$ cat src/design/urff_pkg.sv
package urff_pkg;

   localparam int VALUE_BITS_DEF = 32;
   localparam int MAX_FIELD_DEF  = 64;

   localparam int MAX_DIGITS  = 32;
   localparam int DIGIT_W     = 4;
   localparam int NDIG_W      = 6;
   localparam int PREC_W      = 6;
   localparam int FIELD_W     = 7;
   localparam int RADIX_W     = 5;
   localparam int KIND_W      = 3;
   localparam int CHAR_W      = 8;
   localparam int STEP_BITS   = 8;
   localparam int QUEUE_DEPTH = 2;

   localparam logic [RADIX_W-1:0] RADIX_MIN = 5'd2;
   localparam logic [RADIX_W-1:0] RADIX_MAX = 5'd16;

   localparam logic [KIND_W-1:0] KIND_DEC    = 3'd0;
   localparam logic [KIND_W-1:0] KIND_OCT    = 3'd1;
   localparam logic [KIND_W-1:0] KIND_HEXL   = 3'd2;
   localparam logic [KIND_W-1:0] KIND_HEXU   = 3'd3;
   localparam logic [KIND_W-1:0] KIND_PTR    = 3'd4;
   localparam logic [KIND_W-1:0] KIND_BINL   = 3'd5;
   localparam logic [KIND_W-1:0] KIND_BINU   = 3'd6;
   localparam logic [KIND_W-1:0] KIND_UNUSED = 3'd7;

   localparam logic [CHAR_W-1:0] CHAR_SPACE = 8'h20;
   localparam logic [CHAR_W-1:0] CHAR_ZERO  = 8'h30;
   localparam logic [CHAR_W-1:0] CHAR_LX    = 8'h78;
   localparam logic [CHAR_W-1:0] CHAR_UX    = 8'h58;
   localparam logic [CHAR_W-1:0] CHAR_LB    = 8'h62;
   localparam logic [CHAR_W-1:0] CHAR_UB    = 8'h42;
   // bases such that base + digit lands on 'a' or 'A' for digit ten
   localparam logic [CHAR_W-1:0] CHAR_LHEX_BASE = 8'h57;
   localparam logic [CHAR_W-1:0] CHAR_UHEX_BASE = 8'h37;

   // one field, digits most significant first at index 0
   typedef struct packed {
      logic [MAX_DIGITS-1:0][DIGIT_W-1:0] digits;
      logic [NDIG_W-1:0]                  nd;
      logic [PREC_W-1:0]                  prec;
      logic [FIELD_W-1:0]                 minw;
      logic [1:0]                         sign;
      logic [CHAR_W-1:0]                  pfx1;
      logic                               upper;
      logic                               zero_pad;
      logic                               left;
   } desc_type;

   function automatic logic [CHAR_W-1:0] digit_char(input logic [DIGIT_W-1:0] d,
                                                    input logic upper);
      logic [CHAR_W-1:0] dx;
      dx = {{(CHAR_W-DIGIT_W){1'b0}}, d};
      if (d < 4'd10) begin
         return CHAR_ZERO + dx;
      end else if (upper) begin
         return CHAR_UHEX_BASE + dx;
      end else begin
         return CHAR_LHEX_BASE + dx;
      end
   endfunction

endpackage

$ cat src/design/urff_front.sv
module urff_front import urff_pkg::*; #(
   parameter int VALUE_BITS = VALUE_BITS_DEF,
   parameter int MAX_FIELD  = MAX_FIELD_DEF
) (
   input  logic                  clock,
   input  logic                  reset,
   input  logic                  req_valid,
   output logic                  req_stall,
   input  logic [VALUE_BITS-1:0] req_value,
   input  logic [RADIX_W-1:0]    req_radix,
   input  logic [KIND_W-1:0]     req_conv_kind,
   input  logic                  req_hash_flag,
   input  logic                  req_zero_flag,
   input  logic                  req_left_flag,
   input  logic [PREC_W-1:0]     req_precision,
   input  logic [FIELD_W-1:0]    req_field_min,
   output logic                  push,
   output desc_type              push_desc,
   input  logic                  queue_full
);

   localparam int CHUNKS  = (VALUE_BITS + STEP_BITS - 1) / STEP_BITS;
   localparam int DIV_W   = CHUNKS * STEP_BITS;
   localparam int CHUNK_W = (CHUNKS > 1) ? $clog2(CHUNKS) : 1;

   typedef enum logic [2:0] {
      F_IDLE   = 3'b001,
      F_DIVIDE = 3'b010,
      F_PUSH   = 3'b100
   } front_state_type;

   front_state_type     state_ff, state_in;
   desc_type            desc_ff, desc_in;
   logic [DIV_W-1:0]    t_ff, t_in;
   logic [DIGIT_W-1:0]  rem_ff, rem_in;
   logic [CHUNK_W-1:0]  chunk_ff, chunk_in;
   logic [RADIX_W-1:0]  radix_ff, radix_in;

   logic [KIND_W-1:0]   kind_c;
   logic                value_nz;
   logic [PREC_W-1:0]   prec_c;
   logic [FIELD_W-1:0]  minw_c;
   logic [RADIX_W-1:0]  radix_c;
   logic [1:0]          sign_c;
   logic [CHAR_W-1:0]   pfx1_c;

   logic [STEP_BITS-1:0] qbits;
   logic [DIGIT_W-1:0]   step_rem;
   logic [DIV_W-1:0]     step_t;

   assign req_stall = (state_ff != F_IDLE);
   assign push      = (state_ff == F_PUSH) && !queue_full;
   assign push_desc = desc_ff;

   // clamp and classify the incoming request
   always_comb begin
      kind_c   = (req_conv_kind == KIND_UNUSED) ? KIND_DEC : req_conv_kind;
      value_nz = |req_value;
      prec_c   = ({1'b0, req_precision} > FIELD_W'(MAX_FIELD - 2)) ?
                 PREC_W'(MAX_FIELD - 2) : req_precision;
      minw_c   = (req_field_min > FIELD_W'(MAX_FIELD)) ? FIELD_W'(MAX_FIELD) : req_field_min;
      if (req_radix < RADIX_MIN) begin
         radix_c = RADIX_MIN;
      end else if (req_radix > RADIX_MAX) begin
         radix_c = RADIX_MAX;
      end else begin
         radix_c = req_radix;
      end
      sign_c = 2'd0;
      pfx1_c = CHAR_LX;
      if (req_hash_flag) begin
         if (kind_c == KIND_OCT) begin
            // octal keeps its 0 unless a zero value is covered by precision zeros
            if (value_nz || (prec_c == '0)) begin
               sign_c = 2'd1;
            end
         end else if ((kind_c == KIND_PTR) || (value_nz && (kind_c != KIND_DEC))) begin
            sign_c = 2'd2;
            case (kind_c)
               KIND_HEXU: pfx1_c = CHAR_UX;
               KIND_BINL: pfx1_c = CHAR_LB;
               KIND_BINU: pfx1_c = CHAR_UB;
               default:   pfx1_c = CHAR_LX;
            endcase
         end
      end
   end

   // restoring division by the radix, STEP_BITS quotient bits per cycle
   always_comb begin
      logic [DIGIT_W-1:0] r;
      logic [DIGIT_W:0]   r5;
      r     = rem_ff;
      qbits = '0;
      for (int i = 0; i < STEP_BITS; i++) begin
         r5 = {r, t_ff[DIV_W-1-i]};
         if (r5 >= radix_ff) begin
            qbits[STEP_BITS-1-i] = 1'b1;
            r5 = r5 - radix_ff;
         end
         r = r5[DIGIT_W-1:0];
      end
      step_rem = r;
      step_t   = DIV_W'({t_ff, qbits});
   end

   always_comb begin
      state_in = state_ff;
      desc_in  = desc_ff;
      t_in     = t_ff;
      rem_in   = rem_ff;
      chunk_in = chunk_ff;
      radix_in = radix_ff;
      case (state_ff)
         F_IDLE: begin
            if (req_valid) begin
               desc_in.digits   = '0;
               desc_in.nd       = '0;
               desc_in.prec     = prec_c;
               desc_in.minw     = minw_c;
               desc_in.sign     = sign_c;
               desc_in.pfx1     = pfx1_c;
               desc_in.upper    = (kind_c == KIND_HEXU);
               desc_in.zero_pad = req_zero_flag;
               desc_in.left     = req_left_flag;
               t_in     = DIV_W'(req_value);
               rem_in   = '0;
               chunk_in = '0;
               radix_in = radix_c;
               // zero value with zero precision has no digits at all
               state_in = (value_nz || (prec_c != '0)) ? F_DIVIDE : F_PUSH;
            end
         end
         F_DIVIDE: begin
            t_in     = step_t;
            rem_in   = step_rem;
            chunk_in = chunk_ff + 1'b1;
            if (chunk_ff == CHUNK_W'(CHUNKS - 1)) begin
               desc_in.digits = {desc_ff.digits[MAX_DIGITS-2:0], step_rem};
               desc_in.nd     = desc_ff.nd + 1'b1;
               rem_in         = '0;
               chunk_in       = '0;
               if (step_t == '0) begin
                  state_in = F_PUSH;
               end
            end
         end
         F_PUSH: begin
            if (!queue_full) begin
               state_in = F_IDLE;
            end
         end
         default: begin
            state_in = F_IDLE;
         end
      endcase
   end

   always_ff @(posedge clock) begin
      if (reset) begin
         state_ff <= F_IDLE;
      end else begin
         state_ff <= state_in;
      end
   end

   always_ff @(posedge clock) begin
      desc_ff  <= desc_in;
      t_ff     <= t_in;
      rem_ff   <= rem_in;
      chunk_ff <= chunk_in;
      radix_ff <= radix_in;
   end

endmodule

$ cat src/design/urff_queue.sv
module urff_queue import urff_pkg::*; (
   input  logic     clock,
   input  logic     reset,
   input  logic     push,
   input  desc_type push_desc,
   output logic     full,
   input  logic     pop,
   output logic     empty,
   output desc_type head
);

   localparam int PTR_W = (QUEUE_DEPTH > 1) ? $clog2(QUEUE_DEPTH) : 1;
   localparam int CNT_W = $clog2(QUEUE_DEPTH + 1);

   desc_type         entry_ff [QUEUE_DEPTH];
   logic [PTR_W-1:0] wr_ptr_ff, wr_ptr_in;
   logic [PTR_W-1:0] rd_ptr_ff, rd_ptr_in;
   logic [CNT_W-1:0] count_ff, count_in;

   assign full  = (count_ff == CNT_W'(QUEUE_DEPTH));
   assign empty = (count_ff == '0);
   assign head  = entry_ff[rd_ptr_ff];

   always_comb begin
      wr_ptr_in = wr_ptr_ff;
      rd_ptr_in = rd_ptr_ff;
      count_in  = count_ff;
      if (push) begin
         wr_ptr_in = (wr_ptr_ff == PTR_W'(QUEUE_DEPTH - 1)) ? '0 : wr_ptr_ff + 1'b1;
      end
      if (pop) begin
         rd_ptr_in = (rd_ptr_ff == PTR_W'(QUEUE_DEPTH - 1)) ? '0 : rd_ptr_ff + 1'b1;
      end
      case ({push, pop})
         2'b10:   count_in = count_ff + 1'b1;
         2'b01:   count_in = count_ff - 1'b1;
         default: count_in = count_ff;
      endcase
   end

   always_ff @(posedge clock) begin
      if (reset) begin
         wr_ptr_ff <= '0;
         rd_ptr_ff <= '0;
         count_ff  <= '0;
      end else begin
         wr_ptr_ff <= wr_ptr_in;
         rd_ptr_ff <= rd_ptr_in;
         count_ff  <= count_in;
      end
   end

   always_ff @(posedge clock) begin
      if (push) begin
         entry_ff[wr_ptr_ff] <= push_desc;
      end
   end

endmodule

$ cat src/design/urff_back.sv
module urff_back import urff_pkg::*; #(
   parameter int MAX_FIELD = MAX_FIELD_DEF
) (
   input  logic              clock,
   input  logic              reset,
   input  logic              queue_empty,
   output logic              pop,
   input  desc_type          head,
   output logic              rsp_valid,
   input  logic              rsp_stall,
   output logic [CHAR_W-1:0] rsp_out_char,
   output logic              rsp_last
);

   typedef enum logic [3:0] {
      B_IDLE = 4'b0001,
      B_SIZE = 4'b0010,
      B_PREP = 4'b0100,
      B_EMIT = 4'b1000
   } back_state_type;

   back_state_type     state_ff, state_in;
   desc_type           cur_ff, cur_in;
   logic [FIELD_W-1:0] size_ff, size_in;
   logic [FIELD_W-1:0] width_ff, width_in;
   logic [FIELD_W-1:0] pad_ff, pad_in;
   logic [FIELD_W-1:0] b1_ff, b1_in;
   logic [FIELD_W-1:0] b2_ff, b2_in;
   logic [FIELD_W-1:0] b4_ff, b4_in;
   logic [FIELD_W-1:0] b5_ff, b5_in;
   logic [FIELD_W-1:0] pos_ff, pos_in;
   logic               rsp_valid_ff, rsp_valid_in;
   logic [CHAR_W-1:0]  rsp_char_ff, rsp_char_in;
   logic               rsp_last_ff, rsp_last_in;

   logic               out_free;
   logic [FIELD_W-1:0] nd_x, sign_x, wsum, wmax;
   logic [CHAR_W-1:0]  cur_char;
   logic               in_digits;
   logic               at_last;

   assign pop          = (state_ff == B_IDLE) && !queue_empty;
   assign out_free     = !rsp_valid_ff || !rsp_stall;
   assign rsp_valid    = rsp_valid_ff;
   assign rsp_out_char = rsp_char_ff;
   assign rsp_last     = rsp_last_ff;

   assign nd_x   = FIELD_W'(cur_ff.nd);
   assign sign_x = FIELD_W'(cur_ff.sign);

   // field layout: spaces | prefix | zero pad | precision zeros | digits | spaces
   always_comb begin
      wsum = size_ff + sign_x;
      wmax = (wsum > cur_ff.minw) ? wsum : cur_ff.minw;
   end

   always_comb begin
      in_digits = 1'b0;
      if (pos_ff < b1_ff) begin
         cur_char = CHAR_SPACE;
      end else if (pos_ff < b2_ff) begin
         cur_char = (pos_ff == b1_ff) ? CHAR_ZERO : cur_ff.pfx1;
      end else if (pos_ff < b4_ff) begin
         cur_char = CHAR_ZERO;
      end else if (pos_ff < b5_ff) begin
         cur_char  = digit_char(cur_ff.digits[0], cur_ff.upper);
         in_digits = 1'b1;
      end else begin
         cur_char = CHAR_SPACE;
      end
      at_last = (pos_ff == width_ff - 1'b1);
   end

   always_comb begin
      state_in     = state_ff;
      cur_in       = cur_ff;
      size_in      = size_ff;
      width_in     = width_ff;
      pad_in       = pad_ff;
      b1_in        = b1_ff;
      b2_in        = b2_ff;
      b4_in        = b4_ff;
      b5_in        = b5_ff;
      pos_in       = pos_ff;
      rsp_valid_in = rsp_valid_ff && rsp_stall;
      rsp_char_in  = rsp_char_ff;
      rsp_last_in  = rsp_last_ff;
      case (state_ff)
         B_IDLE: begin
            if (!queue_empty) begin
               cur_in   = head;
               size_in  = (head.prec > head.nd) ? FIELD_W'(head.prec) : FIELD_W'(head.nd);
               state_in = B_SIZE;
            end
         end
         B_SIZE: begin
            width_in = (wmax > FIELD_W'(MAX_FIELD)) ? FIELD_W'(MAX_FIELD) : wmax;
            pad_in   = width_in - wsum;
            state_in = B_PREP;
         end
         B_PREP: begin
            b1_in    = (!cur_ff.left && !cur_ff.zero_pad) ? pad_ff : '0;
            b2_in    = b1_in + sign_x;
            b4_in    = ((!cur_ff.left && cur_ff.zero_pad) ? b2_in + pad_ff : b2_in)
                       + (size_ff - nd_x);
            b5_in    = b4_in + nd_x;
            pos_in   = '0;
            // an empty field produces no beats
            state_in = (width_ff == '0) ? B_IDLE : B_EMIT;
         end
         B_EMIT: begin
            if (out_free) begin
               rsp_valid_in = 1'b1;
               rsp_char_in  = cur_char;
               rsp_last_in  = at_last;
               pos_in       = pos_ff + 1'b1;
               if (in_digits) begin
                  cur_in.digits = {{DIGIT_W{1'b0}}, cur_ff.digits[MAX_DIGITS-1:1]};
               end
               if (at_last) begin
                  state_in = B_IDLE;
               end
            end
         end
         default: begin
            state_in = B_IDLE;
         end
      endcase
   end

   always_ff @(posedge clock) begin
      if (reset) begin
         state_ff     <= B_IDLE;
         rsp_valid_ff <= 1'b0;
      end else begin
         state_ff     <= state_in;
         rsp_valid_ff <= rsp_valid_in;
      end
   end

   always_ff @(posedge clock) begin
      cur_ff      <= cur_in;
      size_ff     <= size_in;
      width_ff    <= width_in;
      pad_ff      <= pad_in;
      b1_ff       <= b1_in;
      b2_ff       <= b2_in;
      b4_ff       <= b4_in;
      b5_ff       <= b5_in;
      pos_ff      <= pos_in;
      rsp_char_ff <= rsp_char_in;
      rsp_last_ff <= rsp_last_in;
   end

endmodule

$ cat src/design/unsigned_radix_field_formatter.sv
// Formats an unsigned value as a printf-style integer field and returns it one ASCII
// character per beat, leftmost first, with rsp_last on the final character; a zero value
// with zero precision, no prefix and zero width gives no beats. The front takes a request,
// then extracts digits with a restoring divider that retires 8 quotient bits per cycle;
// each digit is a full division of the remaining value in 8-bit chunks, and the front
// stays busy until the last digit is out and the descriptor is pushed into the queue.
// The back loads the descriptor, sizes the field and places its section boundaries, then
// emits one character per cycle while rsp_stall does not hold the output. A two-entry
// queue between them lets the front work on the next request while the back is still
// emitting, so the sustained rate is set by the slower of the divider loop and the output.
module unsigned_radix_field_formatter import urff_pkg::*; #(
   parameter int VALUE_BITS = VALUE_BITS_DEF,
   parameter int MAX_FIELD  = MAX_FIELD_DEF
) (
   input  logic               clock,
   input  logic               reset,
   input  logic               req_valid,
   output logic               req_stall,
   input  logic [31:0]        req_value,
   input  logic [RADIX_W-1:0] req_radix,
   input  logic [KIND_W-1:0]  req_conv_kind,
   input  logic               req_hash_flag,
   input  logic               req_zero_flag,
   input  logic               req_left_flag,
   input  logic [PREC_W-1:0]  req_precision,
   input  logic [FIELD_W-1:0] req_field_min,
   output logic               rsp_valid,
   input  logic               rsp_stall,
   output logic [CHAR_W-1:0]  rsp_out_char,
   output logic               rsp_last
);

   logic     push;
   desc_type push_desc;
   logic     queue_full;
   logic     pop;
   logic     queue_empty;
   desc_type head;

   urff_front #(
      .VALUE_BITS (VALUE_BITS),
      .MAX_FIELD  (MAX_FIELD)
   ) u_front (
      .clock         (clock),
      .reset         (reset),
      .req_valid     (req_valid),
      .req_stall     (req_stall),
      .req_value     (req_value[VALUE_BITS-1:0]),
      .req_radix     (req_radix),
      .req_conv_kind (req_conv_kind),
      .req_hash_flag (req_hash_flag),
      .req_zero_flag (req_zero_flag),
      .req_left_flag (req_left_flag),
      .req_precision (req_precision),
      .req_field_min (req_field_min),
      .push          (push),
      .push_desc     (push_desc),
      .queue_full    (queue_full)
   );

   urff_queue u_queue (
      .clock     (clock),
      .reset     (reset),
      .push      (push),
      .push_desc (push_desc),
      .full      (queue_full),
      .pop       (pop),
      .empty     (queue_empty),
      .head      (head)
   );

   urff_back #(
      .MAX_FIELD (MAX_FIELD)
   ) u_back (
      .clock        (clock),
      .reset        (reset),
      .queue_empty  (queue_empty),
      .pop          (pop),
      .head         (head),
      .rsp_valid    (rsp_valid),
      .rsp_stall    (rsp_stall),
      .rsp_out_char (rsp_out_char),
      .rsp_last     (rsp_last)
   );

   // a nonzero precision always leaves at least one extracted digit
   a_digits_with_precision: assert property (@(posedge clock) disable iff (reset)
      (push && (push_desc.prec != '0)) |-> (push_desc.nd != '0))
      else $error("descriptor with precision but no digits");

   // never more digits than value bits (radix two worst case)
   a_digit_bound: assert property (@(posedge clock) disable iff (reset)
      push |-> (push_desc.nd <= NDIG_W'(VALUE_BITS)))
      else $error("digit count exceeds value width");

   // the front is busy in the cycle after it takes a beat
   a_front_busy: assert property (@(posedge clock) disable iff (reset)
      (req_valid && !req_stall) |=> req_stall)
      else $error("front accepted a beat without going busy");

endmodule
$ cat config.mk
export PLATFORM = sky130hd
export DESIGN_NAME = unsigned_radix_field_formatter
export DESIGN_NICKNAME = d
export VERILOG_FILES = /design/src/design/urff_pkg.sv /design/src/design/urff_front.sv /design/src/design/urff_queue.sv /design/src/design/urff_back.sv /design/src/design/unsigned_radix_field_formatter.sv
export SDC_FILE = /design/constraint.sdc
export NUM_CORES = 1
export LEC_CHECK = 0
export ABC_AREA = 1
export ABC_CLOCK_PERIOD_IN_PS = 11900
export BUFFER_PORTS_ARGS = -buffer_cell sky130_fd_sc_hd__buf_2
export CORE_UTILIZATION = 60
export CTS_CLUSTER_DIAMETER = 80
export DETAILED_ROUTE_END_ITERATION = 12
export GPL_TIMING_DRIVEN = 1
export PLACE_DENSITY = 0.77
export SYNTH_ARGS = -nofsm -noshare
export SYNTH_HDL_FRONTEND = slang
export SYNTH_SLANG_ARGS = --single-unit
export TNS_END_PERCENT = 100
$ cat constraint.sdc
create_clock -name clock -period 11.9 [get_ports clock]
set_clock_uncertainty 0.2 [all_clocks]
set_input_delay 2.38 -clock clock [delete_from_list [all_inputs] [get_ports clock]]
set_output_delay 2.38 -clock clock [all_outputs]
set_load 0.01 [all_outputs]
# ---- Yosys cells after proc, flatten, opt, wreduce, memory -nomap -nowiden
# Memories as Yosys holds them, arrays and structs flattened. A register that Yosys moved wholly into a read port is not among the register bits.
# Cells that the tools add are included.
dict set report word_totals {
  ram_bits 320
  elab_cells 297
  regBits 440
  latchBits 0
  n_memories 1
  inputBits 60
  out_inout_bits 11
  romBits 0
}
# name words width read_ports rd_clocked_by_memory_dff write_ports line
set memory_table {}
lappend memory_table {u_queue.entry_ff 2 160 1 1 1 urff_queue.sv:15} ;# desc_type entry_ff [QUEUE_DEPTH];
dict set report op_classes {
  add_sub_neg 26
  n_reduce_logical 38
  n_bitwise 3
  div 0
  magnitude_cmp 20
  muxes 80
  mul 0
  n_shift 0
  eq_ne 28
}
# op count
set op_table {}
lappend op_table {{$mux 160} 2}
lappend op_table {{$pmux 134 s2} 1}
lappend op_table {{$mux 128} 2}
lappend op_table {{$pmux 128 s2} 1}
lappend op_table {{$mux 134} 1}
lappend op_table {{$mux 8} 9}
lappend op_table {{$pmux 32 s2} 1}
lappend op_table {{$mux 4} 14}
lappend op_table {{$mux 7} 6}
lappend op_table {{$ge 5x5->1} 8}
lappend op_table {{$logic_not 32->1} 1}
lappend op_table {{$mux 32} 1}
lappend op_table {{$reduce_or 32->1} 1}
lappend op_table {{$sub 4x4->4} 8}
lappend op_table {{$lt 7x7->1} 4}
lappend op_table {{$mux 1} 21}
lappend op_table {{$mux 3} 6}
lappend op_table {{$pmux 6 s3} 1}
lappend op_table {{$pmux 4 s4} 1}
lappend op_table {{$eq 3x3->1 const B} 5}
lappend op_table {{$add 6x4->7 const A} 2}
lappend op_table {{$add 7x2->7} 2}
lappend op_table {{$add 7x7->7} 2}
lappend op_table {{$eq 7x7->1} 2}
lappend op_table {{50 further kinds} 93}

# ---- Longest topological paths before layout
dict set report logic_depth {
  depth_word 20
  mapped_depth 78
  ltp_nobuf 78
}

# ---- Hierarchy
# A second synthesis with hierarchy kept.
dict set report hier_totals {
  hier_cells 2787
  hier_area_um2 34181.5
}
# module cells_each n_inst area_per_inst_um2 seq_area_each_um2
set by_module_without_submodules {}
lappend by_module_without_submodules {urff_queue 531 1 12176.7 9709.3}
lappend by_module_without_submodules {urff_back 1223 1 11890.2 6646.4}
lappend by_module_without_submodules {urff_front 1033 1 10114.7 6005.8}

# ---- Worst setup path before layout
# No wires, ideal clock.
dict set report synth_timing {
  path_type {input to register}
  startpoint {input req_valid}
  endpoint {register u_front.desc_ff (netlist bit u_front.push_desc[100]), enable pin}
  path_buffers 0
  setup_slack_ps 1994
  cell_stages 4
  required_ps 11028
  arrival_time_ps 9034
  setup_time_ps 672
  path_cell_list {inv_1 nand2_1 nand2_1 a21oi_1}
}
dict set report synth_via {
  elab_chain_len 2
}
# item line
set synth_lines {}
lappend synth_lines {{from (decl)} unsigned_radix_field_formatter.sv:17} ;# input logic req_valid,
lappend synth_lines {{$ne 2x2->1 (no source line)} --}
lappend synth_lines {{$reduce_and 3->1 (no source line)} --}
lappend synth_lines {{to (signal assigned)} urff_front.sv:168} ;# desc_ff <= desc_in;
lappend synth_lines {{to (decl)} urff_front.sv:33} ;# desc_type desc_ff, desc_in;
# Every way passes these cells.
# A chain may end at the register's enable or synchronous reset.

# ---- Worst setup path in the final report
dict set report layout_timing {
  startpoint {register u_front.radix_ff[1]}
  endpoint {register u_front.state_ff[2]}
}
dict set report layout_via {
  elab_chain_len 19
  elab_cells_between_ends 33
  cone_classes {add/sub: 7; order compare: 8; eq/ne: 1; mux: 15; reduce/logical: 2}
}
# item line
set layout_lines {}
lappend layout_lines {{from (decl)} urff_front.sv:37} ;# logic [RADIX_W-1:0] radix_ff, radix_in;
lappend layout_lines {{from (signal assigned)} urff_front.sv:172} ;# radix_ff <= radix_in;
lappend layout_lines {{$sub 4x4->4 / $ge 5x5->1 (equally long branches)} {urff_front.sv:99, urff_front.sv:97}}
lappend layout_lines {{$mux 4} urff_front.sv:97} ;# if (r5 >= radix_ff) begin
lappend layout_lines {{$sub 4x4->4 / $ge 5x5->1 (equally long branches)} {urff_front.sv:99, urff_front.sv:97}}
lappend layout_lines {{$mux 4} urff_front.sv:97}
lappend layout_lines {{$sub 4x4->4 / $ge 5x5->1 (equally long branches)} {urff_front.sv:99, urff_front.sv:97}}
lappend layout_lines {{$mux 4} urff_front.sv:97}
lappend layout_lines {{$ge 5x5->1 / $sub 4x4->4 (equally long branches)} {urff_front.sv:97, urff_front.sv:99}}
lappend layout_lines {{$mux 4} urff_front.sv:97}
lappend layout_lines {{[3 not listed]} --}
lappend layout_lines {{$mux 4} urff_front.sv:97}
lappend layout_lines {{$sub 4x4->4 / $ge 5x5->1 (equally long branches)} {urff_front.sv:99, urff_front.sv:97}}
lappend layout_lines {{$mux 4} urff_front.sv:97}
lappend layout_lines {{$ge 5x5->1} urff_front.sv:97}
lappend layout_lines {{$mux 1} urff_front.sv:97}
lappend layout_lines {{$logic_not 32->1 (*)} urff_front.sv:143} ;# if (step_t == '0) begin
lappend layout_lines {{$ne 2x1->1 (no source line) (*)} --}
lappend layout_lines {{$reduce_and 4->1 (no source line) (*)} --}
lappend layout_lines {{to (signal assigned)} urff_front.sv:163} ;# state_ff <= state_in;
lappend layout_lines {{to (decl)} urff_front.sv:32} ;# front_state_type state_ff, state_in;
# Mark *: on every way between the ends. The rest lies on a longest branch, timed or not.

==> impl_metrics.py <==
metrics = {
    "run_status": {
        "outcome": "finished clean",
    },
    "route": {
        "routed_via_density": 5.45,
        "drc": 0,
        "wl_per_cell_microns": 17.3,
        "routed_wl_microns": 59500,
        "antenna_left": 0,
        "firstDrtPassIters": 5,
        "via_count": 18765,
        "dr.first_iter.drc_count": 1346,
    },
    "critical_path": {
        "path_common_cell": "nand2_1",
        "r2r_cells": 69,
        "crit_required_ns": 12.25,
        "cp_slowest_stage_delay_ns": 0.43,
        "cp-start-kind": "flip-flop",
        "crit_arrival_ns": 11.26,
        "r2r-start": "u_front.radix_ff[1]$_SDFFCE_PP1P_",
        "end_kind": "flip-flop",
        "cp-startpoint": "u_front.radix_ff[1]$_SDFFCE_PP1P_",
        "cp_max_fo": 10,
        "critical_path_class": "reg -> reg",
        "cp_slowest_cell": "edfxtp_1",
    },
    "clock_tree": {
        "cts_hold_buf": 0,
        "cts.htree.levels": 3,
        "clk_pin_slew_ns": 0.06,
        "post_cts_buffers": 0,
        "cts_max_path_buffers": 3,
        "cts_tree": "done",
        "cts_resized": 0,
        "cts.sinks": 733,
        "insertion_delay_ns": 0.62,
        "root_buffer": "clkbuf_16",
        "cts_made_buffers": 73,
    },
    "timing": {
        "setup_viol": 0,
        "relSlewSlack_pct": 18.7,
        "min_period_ns": 10.91,
        "timing.final.crit_share_pct": 91.7,
        "worst_slew_pin_slew_ns": 1.22,
        "rsz0062_at_grt": "no",
        "maxSlewViolCount": 0,
        "fin_tns_setup_ns": 0,
        "max_freq_mhz": 91.6,
        "finalHoldViolations": 0,
    },
    "cells_and_area": {
        "antennaDiodeCount": 0,
        "final_nets": 2893,
        "drive_gt1_share_pct": 8.45,
        "area_delta_synth_final_pct": 10.9,
        "final_util_pct": 67.4,
        "nFillCells": 3635,
    },
    "floorplanning": {
        "num_rows": 84,
        "initial_core_util_pct": 60.8,
        "die_area_sq_mm": 0.0543,
        "die-height_microns": 233,
        "io_pins": 71,
        "core-area_sq_mm": 0.0527,
        "die_x_microns": 233,
    },
    "global_routing": {
        "grt_util_all_layers_pct": 22.6,
        "grt_pass1_vias": 19486,
        "gr-total-overflow": 0,
        "use_met2_pct": 39.6,
        "grt_pass1_wl_microns": 96500,
        "grt-busiest-layer": "met2",
        "antenna_found_initial": 0,
        "grt_max_degree": 135,
        "grt_use_met3_pct": 3.96,
        "grt_use_met1_pct": 28.4,
    },
    "synth": {
        "synth_seq_cells": 733,
        "ys_seq_area_share_pct": 68.4,
        "syn_area_sq_mm": 0.0320,
        "synth_nets": 2807,
        "netlist_instances": 2615,
        "synth.avg_cell_area_sq_um": 12.2,
        "synth_warnings": 0,
        "synth.distinct_cells": 45,
    },
    "placed_design": {
        "dp_hpwl_microns": 35700,
        "gp_congestion": 0.868,
        "io_buffers": 69,
    },
    "hold_path": {
        "hold_start": "u_front.push_desc[8]$_SDFFCE_PP1P_",
        "hold_class": "reg -> reg",
        "hold_depth": 0,
    },
    "job": {
        "drv_cap": 0,
    },
}
cells in the mapped netlist (all sizes together):
cell type | instances | share of area [%]
buf | 16 | 0.23
or2 | 15 | 0.29
nor4 | 2 | 0.039
nor2 | 243 | 2.9
edfxtp | 720 | 68
a21oi | 66 | 1.0
nor3 | 14 | 0.27
o21ai | 224 | 3.5
o21a | 5 | 0.12
conb | 1 | 0.012
nand2 | 457 | 5.4
nor3b | 4 | 0.094
mux2 | 1 | 0.035
and3 | 1 | 0.020
o221a | 1 | 0.035
inv | 370 | 4.3
fa | 19 | 1.2
ha | 113 | 4.4
o221ai | 1 | 0.027
nand4 | 19 | 0.37
xor2 | 31 | 0.85
clkinv | 1 | 0.012
nand3b | 5 | 0.12
o31ai | 1 | 0.023
dfxtp | 13 | 0.81
a21boi | 2 | 0.047
mux2i | 126 | 3.9
a21o | 6 | 0.14
xnor2 | 15 | 0.41
a31oi | 4 | 0.078
o211ai | 3 | 0.070
clkbuf | 63 | 0.74
o21bai | 3 | 0.070
nand3 | 50 | 0.78
critical path: cells and delay by family (launching register included):
kind / cells / cell delay, ns
buf+inv: 9 / 0.96
flops: 1 / 0.43
simple gates: 41 / 4.86
fa+ha+maj: 8 / 2.48
mux: 1 / 0.39
compound gates: 10 / 1.51
layer usage:
layer,vias to the layer above,wire length (microns)
met5,-,0
met4,0,1520
met3,113,2500
met2,399,30100
met1,9163,25400
li1,9090,-
sequential cells by signal, indices dropped and copies added (netlist names), 4 cells and up, named ones only:
signal / flops
u_front.rem_ff: 4
u_back.rsp_out_char: 7
u_back.pad_ff: 7
u_back.b2_ff: 7
u_back.size_ff: 6
u_back.width_ff: 7
u_back.pos_ff: 7
u_front.push_desc: 155
u_back.b1_ff: 7
u_back.cur_ff: 149
u_queue.entry_ff: 310
u_front.t_ff: 32
u_back.state_ff: 4
u_front.radix_ff: 5
u_back.b5_ff: 7
u_back.b4_ff: 7
stage by stage:
stage	hold WS (ns)	setup WS, ns	instance area (sq um)	cells
global route	0.244	0.168	35500	3445
floorplan	0.221	1.99	32000	2615
detailed placement	0.231	0.720	33100	3312
global placement	0.222	1.30	33100	3312
CTS	0.246	0.649	35500	3443
finish	0.244	0.987	35500	3445
final timing paths:
kind	endpoint	slack [ns]
worst min-delay path	u_queue.entry_ff[1][8]$_DFFE_PP_	0.24
worst max-delay path	u_front.state_ff[2]$_SDFFE_PP0P_	0.99
worst min register to register	u_queue.entry_ff[1][8]$_DFFE_PP_	0.24
worst max register to register	u_front.state_ff[2]$_SDFFE_PP0P_	0.99
area by class of cell:
| cell class | count | area, sq um | area share, % |
|---|---|---|---|
| multi-input combinational | 1432 | 8500 | 23.9 |
| sequential | 733 | 21900 | 61.7 |
| clock buffer | 88 | 1910 | 5.39 |
| tap | 688 | 861 | 2.43 |
| timing repair buffer | 90 | 515 | 1.45 |
| inverter | 371 | 1400 | 3.93 |
| clock inverter | 43 | 420 | 1.18 |
logic make-up after synthesis:
logic type      Yosys count  synth area share, %
buf+inv                 450                 5.32
fa+ha+maj               132                 5.61
other cells               1               0.0117
simple gates            810                 10.3
xor+xnor                 46                 1.26
flops                   733                 68.4
compound gates          316                 5.18
mux                     127                 3.98
placed cells by master (no fill, tap or decap), drive strengths merged, types with 2 or more instances in the layout:
| master | count |
|---|---|
| a21boi | 2 |
| a21o | 6 |
| a21oi | 66 |
| a31oi | 4 |
| buf | 90 |
| bufinv | 6 |
| clkbuf | 88 |
| clkinv | 33 |
| clkinvlp | 3 |
| dfxtp | 13 |
| edfxtp | 720 |
| fa | 19 |
| ha | 113 |
| inv | 372 |
| mux2i | 126 |
| nand2 | 457 |
| nand3 | 50 |
| nand3b | 5 |
| nand4 | 19 |
| nor2 | 243 |
| nor3 | 14 |
| nor3b | 4 |
| nor4 | 2 |
| o211ai | 3 |
| o21a | 5 |
| o21ai | 224 |
| o21bai | 3 |
| or2 | 15 |
| xnor2 | 15 |
| xor2 | 31 |
Power is left out: the tool's default activity adds up to more than one toggle a clock period on the data nets, which glitch-free logic cannot reach.
